--- config.mk ---
export PLATFORM = sky130hd
export DESIGN_NAME = decimal_text_byte_converter
export DESIGN_NICKNAME = d
export VERILOG_FILES = /design/src/rtl/core/dtb_pkg.sv /design/src/rtl/core/dtb_queue.sv /design/src/rtl/core/dtb_front.sv /design/src/rtl/core/dtb_back.sv /design/src/rtl/core/decimal_text_byte_converter.sv
export SDC_FILE = /design/constraint.sdc
export NUM_CORES = 1
export LEC_CHECK = 0
export BUFFER_PORTS_ARGS = -buffer_cell sky130_fd_sc_hd__buf_2
export CAP_MARGIN = 0
export CORE_MARGIN = 5
export CORE_UTILIZATION = 52
export CTS_BUF_LIST = sky130_fd_sc_hd__clkbuf_4
export CTS_CLUSTER_SIZE = 25
export DETAILED_ROUTE_END_ITERATION = 8
export GPL_TIMING_DRIVEN = 0
export HOLD_SLACK_MARGIN = 0.1
export PLACE_DENSITY = 0.69
export SETUP_SLACK_MARGIN = 0.02
export SLEW_MARGIN = 30
export SYNTH_ARGS = -nofsm -noshare
export SYNTH_HDL_FRONTEND = slang
export SYNTH_HIERARCHICAL = 1
export SYNTH_SLANG_ARGS = --single-unit
--- constraint.sdc ---
create_clock -name clk -period 13.31 [get_ports clk]
set_input_delay 1.331 -clock clk [delete_from_list [all_inputs] [get_ports clk]]
set_output_delay 1.331 -clock clk [all_outputs]
set_load 0.01 [all_outputs]
--- src/rtl/core/dtb_pkg.sv ---
// types, constants and helpers shared by the decimal text converter
package dtb_pkg;

    localparam logic [7:0] CH_MINUS       = 8'd45;
    localparam logic [7:0] CH_ZERO        = 8'd48;
    localparam logic [7:0] CH_DIGIT_BELOW = 8'd47;
    localparam logic [7:0] CH_DIGIT_ABOVE = 8'd58;
    localparam logic [7:0] SEP_DEFAULT    = 8'd95;
    localparam int         TEXT_MAX       = 5;

    typedef enum logic [1:0] {
        REG_DIRECTION     = 2'd0,
        REG_SIGNED_FORMAT = 2'd1,
        REG_SEPARATOR     = 2'd2
    } cfg_reg_t;

    typedef struct packed {
        logic [7:0] in_byte;
        logic       in_last;
    } in_word_t;

    typedef struct packed {
        logic [7:0] out_byte;
        logic       out_error;
        logic       out_last;
    } out_word_t;

    typedef struct packed {
        logic       direction;
        logic       signed_format;
        logic [7:0] separator;
    } cfg_t;

    // one queued job: up to five characters, index of the last one
    typedef struct packed {
        logic [TEXT_MAX-1:0][7:0] text;
        logic [2:0]               last_idx;
        logic                     error;
    } job_t;

    function automatic logic is_digit(input logic [7:0] c);
        return (c > CH_DIGIT_BELOW) && (c < CH_DIGIT_ABOVE);
    endfunction

endpackage

--- src/rtl/core/dtb_queue.sv ---
// small job queue between the front and back parts
module dtb_queue #(
    parameter int DEPTH = 2
) (
    input  logic          clk,
    input  logic          rst_n,
    input  logic          push,
    input  dtb_pkg::job_t push_job,
    input  logic          pop,
    output logic          full,
    output logic          not_empty,
    output dtb_pkg::job_t head
);
    import dtb_pkg::*;

    localparam int PTR_W = $clog2(DEPTH);
    localparam int CNT_W = $clog2(DEPTH + 1);

    job_t             mem_reg [DEPTH];
    logic [PTR_W-1:0] wr_ptr_reg, wr_ptr_next;
    logic [PTR_W-1:0] rd_ptr_reg, rd_ptr_next;
    logic [CNT_W-1:0] cnt_reg, cnt_next;
    logic             do_push, do_pop;

    assign full      = (cnt_reg == CNT_W'(DEPTH));
    assign not_empty = (cnt_reg != '0);
    assign head      = mem_reg[rd_ptr_reg];
    assign do_push   = push && !full;
    assign do_pop    = pop && not_empty;

    always_comb
    begin
        wr_ptr_next = wr_ptr_reg;
        rd_ptr_next = rd_ptr_reg;
        cnt_next    = cnt_reg;
        if (do_push)
        begin
            wr_ptr_next = (wr_ptr_reg == PTR_W'(DEPTH - 1)) ? '0 : wr_ptr_reg + 1'b1;
        end
        if (do_pop)
        begin
            rd_ptr_next = (rd_ptr_reg == PTR_W'(DEPTH - 1)) ? '0 : rd_ptr_reg + 1'b1;
        end
        if (do_push && !do_pop)
        begin
            cnt_next = cnt_reg + 1'b1;
        end
        else if (do_pop && !do_push)
        begin
            cnt_next = cnt_reg - 1'b1;
        end
    end

    always_ff @(posedge clk or negedge rst_n)
    begin
        if (!rst_n)
        begin
            wr_ptr_reg <= '0;
            rd_ptr_reg <= '0;
            cnt_reg    <= '0;
        end
        else
        begin
            wr_ptr_reg <= wr_ptr_next;
            rd_ptr_reg <= rd_ptr_next;
            cnt_reg    <= cnt_next;
        end
    end

    always_ff @(posedge clk)
    begin
        if (do_push)
        begin
            mem_reg[wr_ptr_reg] <= push_job;
        end
    end

endmodule

--- src/rtl/core/dtb_front.sv ---
// front part: accepts words, tracks the token, builds output jobs
module dtb_front (
    input  logic              clk,
    input  logic              rst_n,
    input  logic              in_valid,
    input  dtb_pkg::in_word_t in_data,
    input  dtb_pkg::cfg_t     cfg,
    input  logic              q_full,
    output logic              in_stall,
    output logic              push,
    output dtb_pkg::job_t     job
);
    import dtb_pkg::*;

    typedef struct packed {
        logic [7:0] magnitude;
        logic       negative;
        logic       nonempty;
        logic       has_digit;
        logic       malformed;
        logic       overflow;
    } tok_t;

    tok_t tok_reg, tok_next;

    function automatic tok_t add_char(input tok_t t, input logic [7:0] c);
        tok_t        r;
        logic [11:0] v;
        r = t;
        v = 12'(t.magnitude) * 12'd10 + 12'(c - CH_ZERO);
        if (c == CH_MINUS)
        begin
            if (t.nonempty)
                r.malformed = 1'b1;
            else
                r.negative = 1'b1;
        end
        else
        begin
            if (v > 12'd255)
            begin
                r.magnitude = 8'd255;
                r.overflow  = 1'b1;
            end
            else
            begin
                r.magnitude = v[7:0];
            end
            r.has_digit = 1'b1;
        end
        r.nonempty = 1'b1;
        return r;
    endfunction

    function automatic job_t close_token(input tok_t t);
        job_t       j;
        logic [7:0] limit;
        logic       bad;
        j     = '0;
        limit = t.negative ? 8'd128 : 8'd127;
        bad   = !t.nonempty || !t.has_digit || t.malformed || t.overflow ||
                (t.magnitude > limit);
        j.error   = bad;
        j.text[0] = bad ? 8'd0 : (t.negative ? (~t.magnitude + 8'd1) : t.magnitude);
        return j;
    endfunction

    logic       accept, is_num;
    logic [7:0] c;
    tok_t       tok_add;
    job_t       fmt_job;
    logic [7:0] mag;
    logic [1:0] d2;
    logic [7:0] rem8;
    logic [6:0] rem;
    logic [14:0] prod;
    logic [3:0] d1;
    logic [6:0] d0w;
    logic [2:0] n;

    assign in_stall = q_full;
    assign accept   = in_valid && !q_full;
    assign c        = in_data.in_byte;
    assign is_num   = (c == CH_MINUS) || is_digit(c);
    assign tok_add  = add_char(tok_reg, c);

    // split the byte into decimal digits, no divider needed
    always_comb
    begin
        mag  = (cfg.signed_format && c[7]) ? (~c + 8'd1) : c;
        d2   = (mag >= 8'd200) ? 2'd2 : ((mag >= 8'd100) ? 2'd1 : 2'd0);
        rem8 = mag - ((d2 == 2'd2) ? 8'd200 : ((d2 == 2'd1) ? 8'd100 : 8'd0));
        rem  = rem8[6:0];
        prod = 15'(rem) * 15'd205;
        d1   = prod[14:11];
        d0w  = rem - 7'(d1) * 7'd10;
    end

    // pack sign, digits and separator in order
    always_comb
    begin
        fmt_job = '0;
        n       = '0;
        if (cfg.signed_format && c[7])
        begin
            fmt_job.text[n] = CH_MINUS;
            n = n + 3'd1;
        end
        if (d2 != 2'd0)
        begin
            fmt_job.text[n] = CH_ZERO + 8'(d2);
            n = n + 3'd1;
        end
        if (d2 != 2'd0 || d1 != 4'd0)
        begin
            fmt_job.text[n] = CH_ZERO + 8'(d1);
            n = n + 3'd1;
        end
        fmt_job.text[n] = CH_ZERO + 8'(d0w[3:0]);
        n = n + 3'd1;
        if (!in_data.in_last)
        begin
            fmt_job.text[n] = cfg.separator;
            n = n + 3'd1;
        end
        fmt_job.last_idx = n - 3'd1;
    end

    always_comb
    begin
        tok_next = tok_reg;
        push     = 1'b0;
        job      = fmt_job;
        if (cfg.direction)
        begin
            push = accept;
        end
        else if (is_num)
        begin
            job = close_token(tok_add);
            if (accept)
            begin
                push     = in_data.in_last;
                tok_next = in_data.in_last ? '0 : tok_add;
            end
        end
        else
        begin
            job = close_token(tok_reg);
            if (accept)
            begin
                push     = 1'b1;
                tok_next = '0;
            end
        end
    end

    always_ff @(posedge clk or negedge rst_n)
    begin
        if (!rst_n)
            tok_reg <= '0;
        else
            tok_reg <= tok_next;
    end

endmodule

--- src/rtl/core/dtb_back.sv ---
// back part: walks the head job one character a cycle into the output register
module dtb_back (
    input  logic               clk,
    input  logic               rst_n,
    input  logic               not_empty,
    input  dtb_pkg::job_t      head,
    output logic               pop,
    output logic               out_valid,
    input  logic               out_stall,
    output dtb_pkg::out_word_t out_data
);
    import dtb_pkg::*;

    logic [2:0] idx_reg, idx_next;
    logic       out_valid_reg, out_valid_next;
    out_word_t  out_reg, out_next;
    logic       slot_free, emit, at_last;

    assign slot_free = !out_valid_reg || !out_stall;
    assign emit      = slot_free && not_empty;
    assign at_last   = (idx_reg == head.last_idx);
    assign pop       = emit && at_last;
    assign out_valid = out_valid_reg;
    assign out_data  = out_reg;

    always_comb
    begin
        idx_next       = idx_reg;
        out_next       = out_reg;
        out_valid_next = out_valid_reg;
        if (emit)
        begin
            out_next.out_byte  = head.text[idx_reg];
            out_next.out_error = head.error;
            out_next.out_last  = at_last;
            out_valid_next     = 1'b1;
            idx_next           = at_last ? 3'd0 : idx_reg + 3'd1;
        end
        else if (slot_free)
        begin
            out_valid_next = 1'b0;
        end
    end

    always_ff @(posedge clk or negedge rst_n)
    begin
        if (!rst_n)
        begin
            idx_reg       <= '0;
            out_valid_reg <= 1'b0;
        end
        else
        begin
            idx_reg       <= idx_next;
            out_valid_reg <= out_valid_next;
        end
    end

    always_ff @(posedge clk)
    begin
        out_reg <= out_next;
    end

endmodule

--- src/rtl/core/decimal_text_byte_converter.sv ---
// top level of the decimal text to byte converter
// with the queue empty, a pushed job is registered in the queue and its first character
// then in the output register; throughput: parse mode takes one word per cycle unless
// in_stall; format mode emits 1 to 5 characters a word, one per cycle unless out_stall,
// set by the single output register stage
// a queue of QUEUE_DEPTH jobs lets the input run ahead of the output
// reset (rst_n low, async): token cleared, queue empty, config registers to defaults
module decimal_text_byte_converter #(
    parameter int QUEUE_DEPTH = 2
) (
    input  logic               clk,
    input  logic               rst_n,
    input  logic               in_valid,
    output logic               in_stall,
    input  dtb_pkg::in_word_t  in_data,
    output logic               out_valid,
    input  logic               out_stall,
    output dtb_pkg::out_word_t out_data,
    input  logic               cfg_valid,
    output logic               cfg_ready,
    input  logic [1:0]         cfg_index,
    input  logic [7:0]         cfg_data
);
    import dtb_pkg::*;

    // configuration registers
    cfg_t cfg_reg, cfg_next;

    // queue hookup between front and back
    logic q_full, q_not_empty, q_push, q_pop;
    job_t q_in_job, q_head;

    // config writes always taken; user writes only while the block is idle; not enforced
    assign cfg_ready = 1'b1;

    always_comb
    begin
        cfg_next = cfg_reg;
        if (cfg_valid && cfg_ready)
        begin
            unique case (cfg_index)
                REG_DIRECTION:     cfg_next.direction     = cfg_data[0];
                REG_SIGNED_FORMAT: cfg_next.signed_format = cfg_data[0];
                REG_SEPARATOR:
                begin
                    // minus sign and digits would be ambiguous as separator
                    if (cfg_data != CH_MINUS && !is_digit(cfg_data))
                        cfg_next.separator = cfg_data;
                end
                default: ;
            endcase
        end
    end

    always_ff @(posedge clk or negedge rst_n)
    begin
        if (!rst_n)
        begin
            cfg_reg.direction     <= 1'b0;
            cfg_reg.signed_format <= 1'b1;
            cfg_reg.separator     <= SEP_DEFAULT;
        end
        else
        begin
            cfg_reg <= cfg_next;
        end
    end

    // front: classify the word, update token, build a job
    dtb_front u_front (
        .clk      (clk),
        .rst_n    (rst_n),
        .in_valid (in_valid),
        .in_data  (in_data),
        .cfg      (cfg_reg),
        .q_full   (q_full),
        .in_stall (in_stall),
        .push     (q_push),
        .job      (q_in_job)
    );

    // queue decouples input acceptance from output stalls
    dtb_queue #(
        .DEPTH (QUEUE_DEPTH)
    ) u_queue (
        .clk       (clk),
        .rst_n     (rst_n),
        .push      (q_push),
        .push_job  (q_in_job),
        .pop       (q_pop),
        .full      (q_full),
        .not_empty (q_not_empty),
        .head      (q_head)
    );

    // back: one output word per cycle from the head job unless out_stall holds it
    dtb_back u_back (
        .clk       (clk),
        .rst_n     (rst_n),
        .not_empty (q_not_empty),
        .head      (q_head),
        .pop       (q_pop),
        .out_valid (out_valid),
        .out_stall (out_stall),
        .out_data  (out_data)
    );

endmodule

==> impl_metrics.env, run 1 <==
export IMPL_status="completed"
export IMPL_ys_seq_area_frac=0.387
export IMPL_largest_register_ffs=88
export IMPL_clock_latency_ns=0.53
export IMPL_yosysTopAreaCellShare=0.306
export IMPL_cp_slowest_cell="fa_1"
export IMPL_design_core_area_um2=18100
export IMPL_fillCellCount=1527
export IMPL_instances_no_fill=1172
export IMPL_power_density_nw_per_um2=283
export IMPL_max_slew_worst_pin_slew_ns=0.833
export IMPL_overflow=0
export IMPL_grt_pass1_vias=6808
export IMPL_swShare=0.451
export IMPL_htree_num_levels=4
export IMPL_placedCellCount=1139
export IMPL_hold_viol=0
export IMPL_clockRootBuffer="clkbuf_4"
export IMPL_slowest_delay_ns=0.60
export IMPL_finalCriticalPeriod_ns=11.67
export IMPL_pwr_share_clk=0.099
export IMPL_post_cts_buffers=0
export IMPL_clk_pin_slew_ns=0.12
export IMPL_pin_count=37
export IMPL_crit_type="input port to register"
export IMPL_grt_max_degree=45
export IMPL_finalWeightedCongestion=0.943
export IMPL_yosys_top_cells_area="edfxtp_1 31%, ha_1 12%, mux2_4 6.9%, dfrtp_1 6.2%, fa_1 2.7%"
export IMPL_fmax_mhz=85.7
export IMPL_rows=49
export IMPL_post_cts_resized=0
export IMPL_crit_top_cell="inv_1"
export IMPL_grt_setup_unrepaired="false"
export IMPL_gr_usage_all_layers=0.204
export IMPL_vdd_ir_drop_worst_mv=0.231
export IMPL_numClockSinks=129
export IMPL_synth_seq_cells=129
export IMPL_power_leakage_nw=4.47
export IMPL_dr_pass1_iters=5
export IMPL_hold_depth=2
export IMPL_area_growth_pct=8.77
export IMPL_arrival_ns=11.95
export IMPL_end_kind="register"
export IMPL_initial_utilization=0.532
export IMPL_syn_cell_area_um2=9630
export IMPL_comb_power_share=0.664
export IMPL_synth_edf_count=98
export IMPL_slew_headroom=0.441
export IMPL_hold_buffers=0
export IMPL_p_switching_mw=1.34
export IMPL_die_x_um=146
export IMPL_layout_nets=1057
export IMPL_syn_nets=1003
export IMPL_synth_warning_count=6
export IMPL_ant_nets=0
export IMPL_portBuffers=33
export IMPL_clockBufferDepth=2
export IMPL_critical_path_required_ns=13.59
export IMPL_multi_input_area_um2=5420
export IMPL_worstSetupStartpointType="input port"
export IMPL_p_int_mw=1.62
export IMPL_cts_buffers=17
export IMPL_syn_avg_cell_area_um2=11.0
export IMPL_first_iter_violations=517
export IMPL_netlist_instances=875
export IMPL_pwr_share_seq=0.237
export IMPL_routed_wl_um=21400
export IMPL_yosysUniqueCellTypes=89
export IMPL_reg2reg_depth=38
export IMPL_regArea_um2=3730
export IMPL_fin_worst_skew_ns=0.0162
export IMPL_viasPerCell=5.91
export IMPL_maxCapViolCount=0
export IMPL_cp_max_fo=10
export IMPL_routedWlPerCell_um=18.2
export IMPL_min_path_type="register to register"
export IMPL_dieHeight_um=146
export IMPL_setup_viol=0
export IMPL_async_flop_share=0.240
export IMPL_finalCritPeriodShare=0.877
export IMPL_vias=6924
export IMPL_grt_pass1_wl_um=35200
export IMPL_drc=0
export IMPL_drive_above_1_share=0.185
export IMPL_antenna_found_initial=1
export IMPL_dp_hpwl_um=16400
export IMPL_dieArea_um2=21300
export IMPL_yosysTopAreaCell="edfxtp_1"
export IMPL_setup_tns_ns=0
export IMPL_maxSlewViolCount=0
export IMPL_cts_tree="yes"
export IMPL_synth_main_ff_cell="edfxtp_1"
## cells by family after synthesis
kind of cell / Yosys count / share of synthesized area
AO/OA/AOI/OAI: 204 / 0.153
XOR/XNOR: 50 / 0.0455
adder cells (fa/ha/maj): 104 / 0.145
buffers and inverters: 106 / 0.0520
flip-flops: 129 / 0.387
multiplexers: 65 / 0.102
other: 1 / 0.000389
AND/OR/NAND/NOR: 216 / 0.114
## worst max-delay path, delay by kind of cell
family,cells,cell delay [ns]
adder cells (fa/ha/maj),10,3.52
AO/OA/AOI/OAI,12,3.19
buffers and inverters,11,2.10
AND/OR/NAND/NOR,7,1.36
XOR/XNOR,2,0.41
## cell usage after synthesis (all sizes together), types with 4 or more instances
cell and number:
a21oi 48, nand2 52, a31oi 15, o21a 5, nand3b 4, mux2i 5, mux4 8, nor4 4
fa 13, mux2 52, dfrtp 24, o211ai 6, clkbuf 22, nand2b 9, dfstp 7, nor2 57
or3 8, nand4 9, nor3 15, a21o 10, a211oi 7, and3 6, a22o 18, o31ai 8
nand3 13, o21ai 39, or2 5, and2 8, nor3b 4, ha 91, xnor2 27, xor2 23
inv 68, edfxtp 98, buf 15, nor2b 12, o22a 4
## cells in the final DEF, fill, tap and decap left out, drive strengths merged, types with 4 or more instances in the layout
cell / count
ha: 91
or3: 8
nor4: 4
a21o: 10
nor3b: 4
a31oi: 15
dfstp: 7
o21a: 5
mux2: 52
nor3: 15
clkbuf: 40
nand3b: 4
fa: 13
and2: 8
a211oi: 7
nand4: 9
xor2: 23
nor2b: 12
a22o: 18
mux4: 8
xnor2: 27
nand2b: 9
clkinv: 4
edfxtp: 98
o21ai: 39
o211ai: 6
and3: 6
inv: 74
a21oi: 48
nand2: 52
nor2: 57
dfrtp: 24
buf: 50
o31ai: 8
mux2i: 5
or2: 5
o22a: 4
nand3: 13
## through the flow
stage	hold WS, ns	cell area [um2]	power (mW)	worst slack [ns]	utilization
finish	0.504	10500	2.96	1.64	0.579
global route	0.541	10500	3.20	0.899	0.579
CTS	0.505	10500	2.95	1.82	0.579
detailed placement	0.477	10200	2.65	1.28	0.561
global placement	0.473	10100	2.59	1.40	0.557
floorplan	0.449	9630	2.17	2.97	-
## power by group through the flow
stage,sequential (mW),clock (mW),combinational (mW)
2_1_floorplan,0.702,0,1.47
6_report,0.701,0.294,1.96
4_1_cts,0.700,0.302,1.95
5_1_grt,0.715,0.318,2.17
3_5_place_dp,0.710,0,1.94
3_3_place_gp,0.707,0,1.88
## layout make-up
cell class                 count  share of cell area
multi-input combinational    640               0.518
sequential                   129               0.356
tap                          229              0.0274
inverter                      69              0.0247
buffer                        37              0.0231
timing repair buffer          35              0.0210
clock inverter                14              0.0170
clock buffer                  18              0.0129
antenna                        1            0.000239
## layer usage
| metal | vias up | GRT usage | part of all wire |
|---|---|---|---|
| li1 | 3352 | - | - |
| met4 | 0 | 0.0461 | 0.0077 |
| met5 | - | 0 | 0 |
| met3 | 16 | 0.0384 | 0.054 |
| met1 | 3335 | 0.273 | 0.45 |
| met2 | 221 | 0.346 | 0.49 |
## path summary, 6_finish.rpt
kind	slack, ns	from	to
max reg2reg	2.49	cfg_reg[8]	u_queue/mem_reg[1][4]
min reg2reg	0.50	u_front/tok_reg[0]	u_front/tok_reg[0]
min	0.50	u_front/tok_reg[0]	u_front/tok_reg[0]
max in group asynchronous	11.96	rst_n	cfg_reg[5]
max	1.64	in_data[1]	u_queue/mem_reg[1][4]
min in group asynchronous	0.85	rst_n	u_back/idx_reg[0]
(Power assumes the default switching activity.)
==> run 2, diff against run 1 <==
- ABC_AREA: default -> 1
==> impl_metrics.env, run 2 <==
export IMPL_status="completed"
export IMPL_use_met3=0.0286
export IMPL_cp_max_fo=9
export IMPL_first_iter_violations=533
export IMPL_dr_pass1_iters=5
export IMPL_slew_headroom=0.519
export IMPL_syn_nets=1391
export IMPL_met2_usage=0.367
export IMPL_layout_common_cells="396 x nand2_1, 178 x inv_1, 98 x edfxtp_1, 91 x ha_1, 78 x nor2_1"
export IMPL_syn_cell_area_um2=10100
export IMPL_portBuffers=34
export IMPL_synth_main_ff_cell="edfxtp_1"
export IMPL_netlist_instances=1263
export IMPL_largest_register_ffs=88
export IMPL_synth_edf_count=98
export IMPL_routed_wl_um=23100
export IMPL_slowest_delay_ns=0.50
export IMPL_dieArea_um2=22300
export IMPL_r2r_slack_ns=4.29
export IMPL_overflow=0
export IMPL_fin_worst_skew_ns=0.0134
export IMPL_yosysTopAreaCellShare=0.292
export IMPL_crit_type="input port to register"
export IMPL_hold_buffers=0
export IMPL_busiest_layer="met2"
export IMPL_async_flop_share=0.240
export IMPL_min_path_type="register to register"
export IMPL_post_cts_resized=0
export IMPL_max_slew_worst_pin_slew_ns=0.722
export IMPL_finalCriticalPeriod_ns=9.76
export IMPL_setup_tns_ns=0
export IMPL_drc=0
export IMPL_antenna_found_initial=1
export IMPL_met1_usage=0.293
export IMPL_critical_path_required_ns=13.56
export IMPL_die_x_um=149
export IMPL_end_kind="register"
export IMPL_fmax_mhz=103
export IMPL_gr_usage_all_layers=0.216
export IMPL_fillCellCount=1860
export IMPL_cts_tree="yes"
export IMPL_viasPerCell=5.20
export IMPL_yosysTopAreaCell="edfxtp_1"
export IMPL_grt_pass1_vias=7719
export IMPL_vias=8311
export IMPL_synth_seq_cells=129
export IMPL_area_growth_pct=9.27
export IMPL_ys_top_cells_by_count="396 x nand2_1, 179 x inv_1, 98 x edfxtp_1"
export IMPL_final_common_cell="nand2_1"
export IMPL_syn_avg_cell_area_um2=7.98
export IMPL_clock_latency_ns=0.53
export IMPL_grt_pass1_wl_um=38300
export IMPL_pin_count=37
export IMPL_hold_viol=0
export IMPL_grt_max_degree=32
export IMPL_layout_nets=1447
export IMPL_design_core_area_um2=19300
export IMPL_dp_hpwl_um=18300
export IMPL_dieHeight_um=149
export IMPL_clockBufferDepth=2
export IMPL_clk_pin_slew_ns=0.11
export IMPL_maxSlewViolCount=0
export IMPL_numClockSinks=129
export IMPL_setup_viol=0
export IMPL_crit_top_cell="inv_1"
export IMPL_grt_setup_unrepaired="false"
export IMPL_ys_seq_area_frac=0.370
export IMPL_drive_above_1_share=0.128
export IMPL_clockRootBuffer="clkbuf_4"
export IMPL_synth_warning_count=6
export IMPL_rows=51
export IMPL_post_cts_buffers=0
export IMPL_maxCapViolCount=0
export IMPL_routedWlPerCell_um=14.4
export IMPL_arrival_ns=10.00
export IMPL_htree_num_levels=4
export IMPL_worstSetupStartpointType="input port"
export IMPL_cts_buffers=17
export IMPL_yosys_top_cells_area="edfxtp_1 29%, nand2_1 15%, ha_1 11%, inv_1 6.7%, dfrtp_1 6.0%"
export IMPL_ant_nets=0
export IMPL_yosysMostFrequentCell="nand2_1"
export IMPL_cp_slowest_cell="fa_1"
export IMPL_finalCritPeriodShare=0.733
export IMPL_yosysUniqueCellTypes=57
export IMPL_initial_utilization=0.523
export IMPL_finalWeightedCongestion=0.940
==> run 2: kinds of logic after synthesis <==
family	count (synthesis)	synth area share
simple gates	624	0.275
buf+inv	219	0.0959
compound gates	157	0.0898
flops	129	0.370
fa+ha+maj	104	0.139
xor+xnor	29	0.0300
other cells	1	0.000372
==> run 2: area by class of cell <==
cell class                 count  area, um2  area share
timing repair buffer          37        245      0.0223
inverter                     192        758      0.0689
clock inverter                14        213      0.0193
clock buffer                  18        135      0.0123
buffer                        27        208      0.0189
tap                          265        332      0.0301
sequential                   129       3730       0.338
antenna                        1       2.50    0.000227
multi-input combinational    915       5390       0.490
==> run 2: metal layers <==
| layer | part of all wire | routed length [um] | vias to the layer above |
|---|---|---|---|
| met2 | 0.49 | 11300 | 200 |
| li1 | - | - | 4226 |
| met5 | 0 | 0 | - |
| met4 | 0.015 | 340 | 0 |
| met3 | 0.043 | 981 | 34 |
| met1 | 0.45 | 10500 | 3851 |
==> run 2: final timing paths <==
check                                 from                     end  cells past startpoint
worst max register to register  cfg_reg[8]  u_queue/mem_reg[0][14]                     47
min in group asynchronous            rst_n      u_queue/cnt_reg[1]                      1
worst min-delay path            cfg_reg[6]              cfg_reg[6]                      2
worst min register to register  cfg_reg[6]              cfg_reg[6]                      2
max in group asynchronous            rst_n      u_front/tok_reg[0]                      1
worst max-delay path            in_data[1]  u_queue/mem_reg[0][14]                     48
==> run 2: through the flow <==
step	worst slack, ns	hold slack [ns]	std cells	utilization	cell area (um2)
finish	3.55	0.475	1598	0.571	11000
global route	2.85	0.511	1598	0.571	11000
CTS	3.69	0.478	1597	0.571	11000
detailed placement	3.09	0.460	1565	0.553	10700
global placement	3.15	0.452	1562	0.549	10600
floorplan	4.59	0.442	1263	-	10100
==> run 2: worst max-delay path: cells and delay by family <==
| kind | cells | cell delay [ns] |
|---|---|---|
| buffers and inverters | 15 | 1.91 |
| AOI/OAI and AO/OA | 7 | 1.01 |
| adders and majority gates | 10 | 3.41 |
| xor gates and xnor gates | 4 | 0.84 |
| and+or+nand+nor | 12 | 1.50 |
Power of run 2 is not shown: default switching activity piles up to over one toggle a cycle in this logic, so the estimate is an artifact.
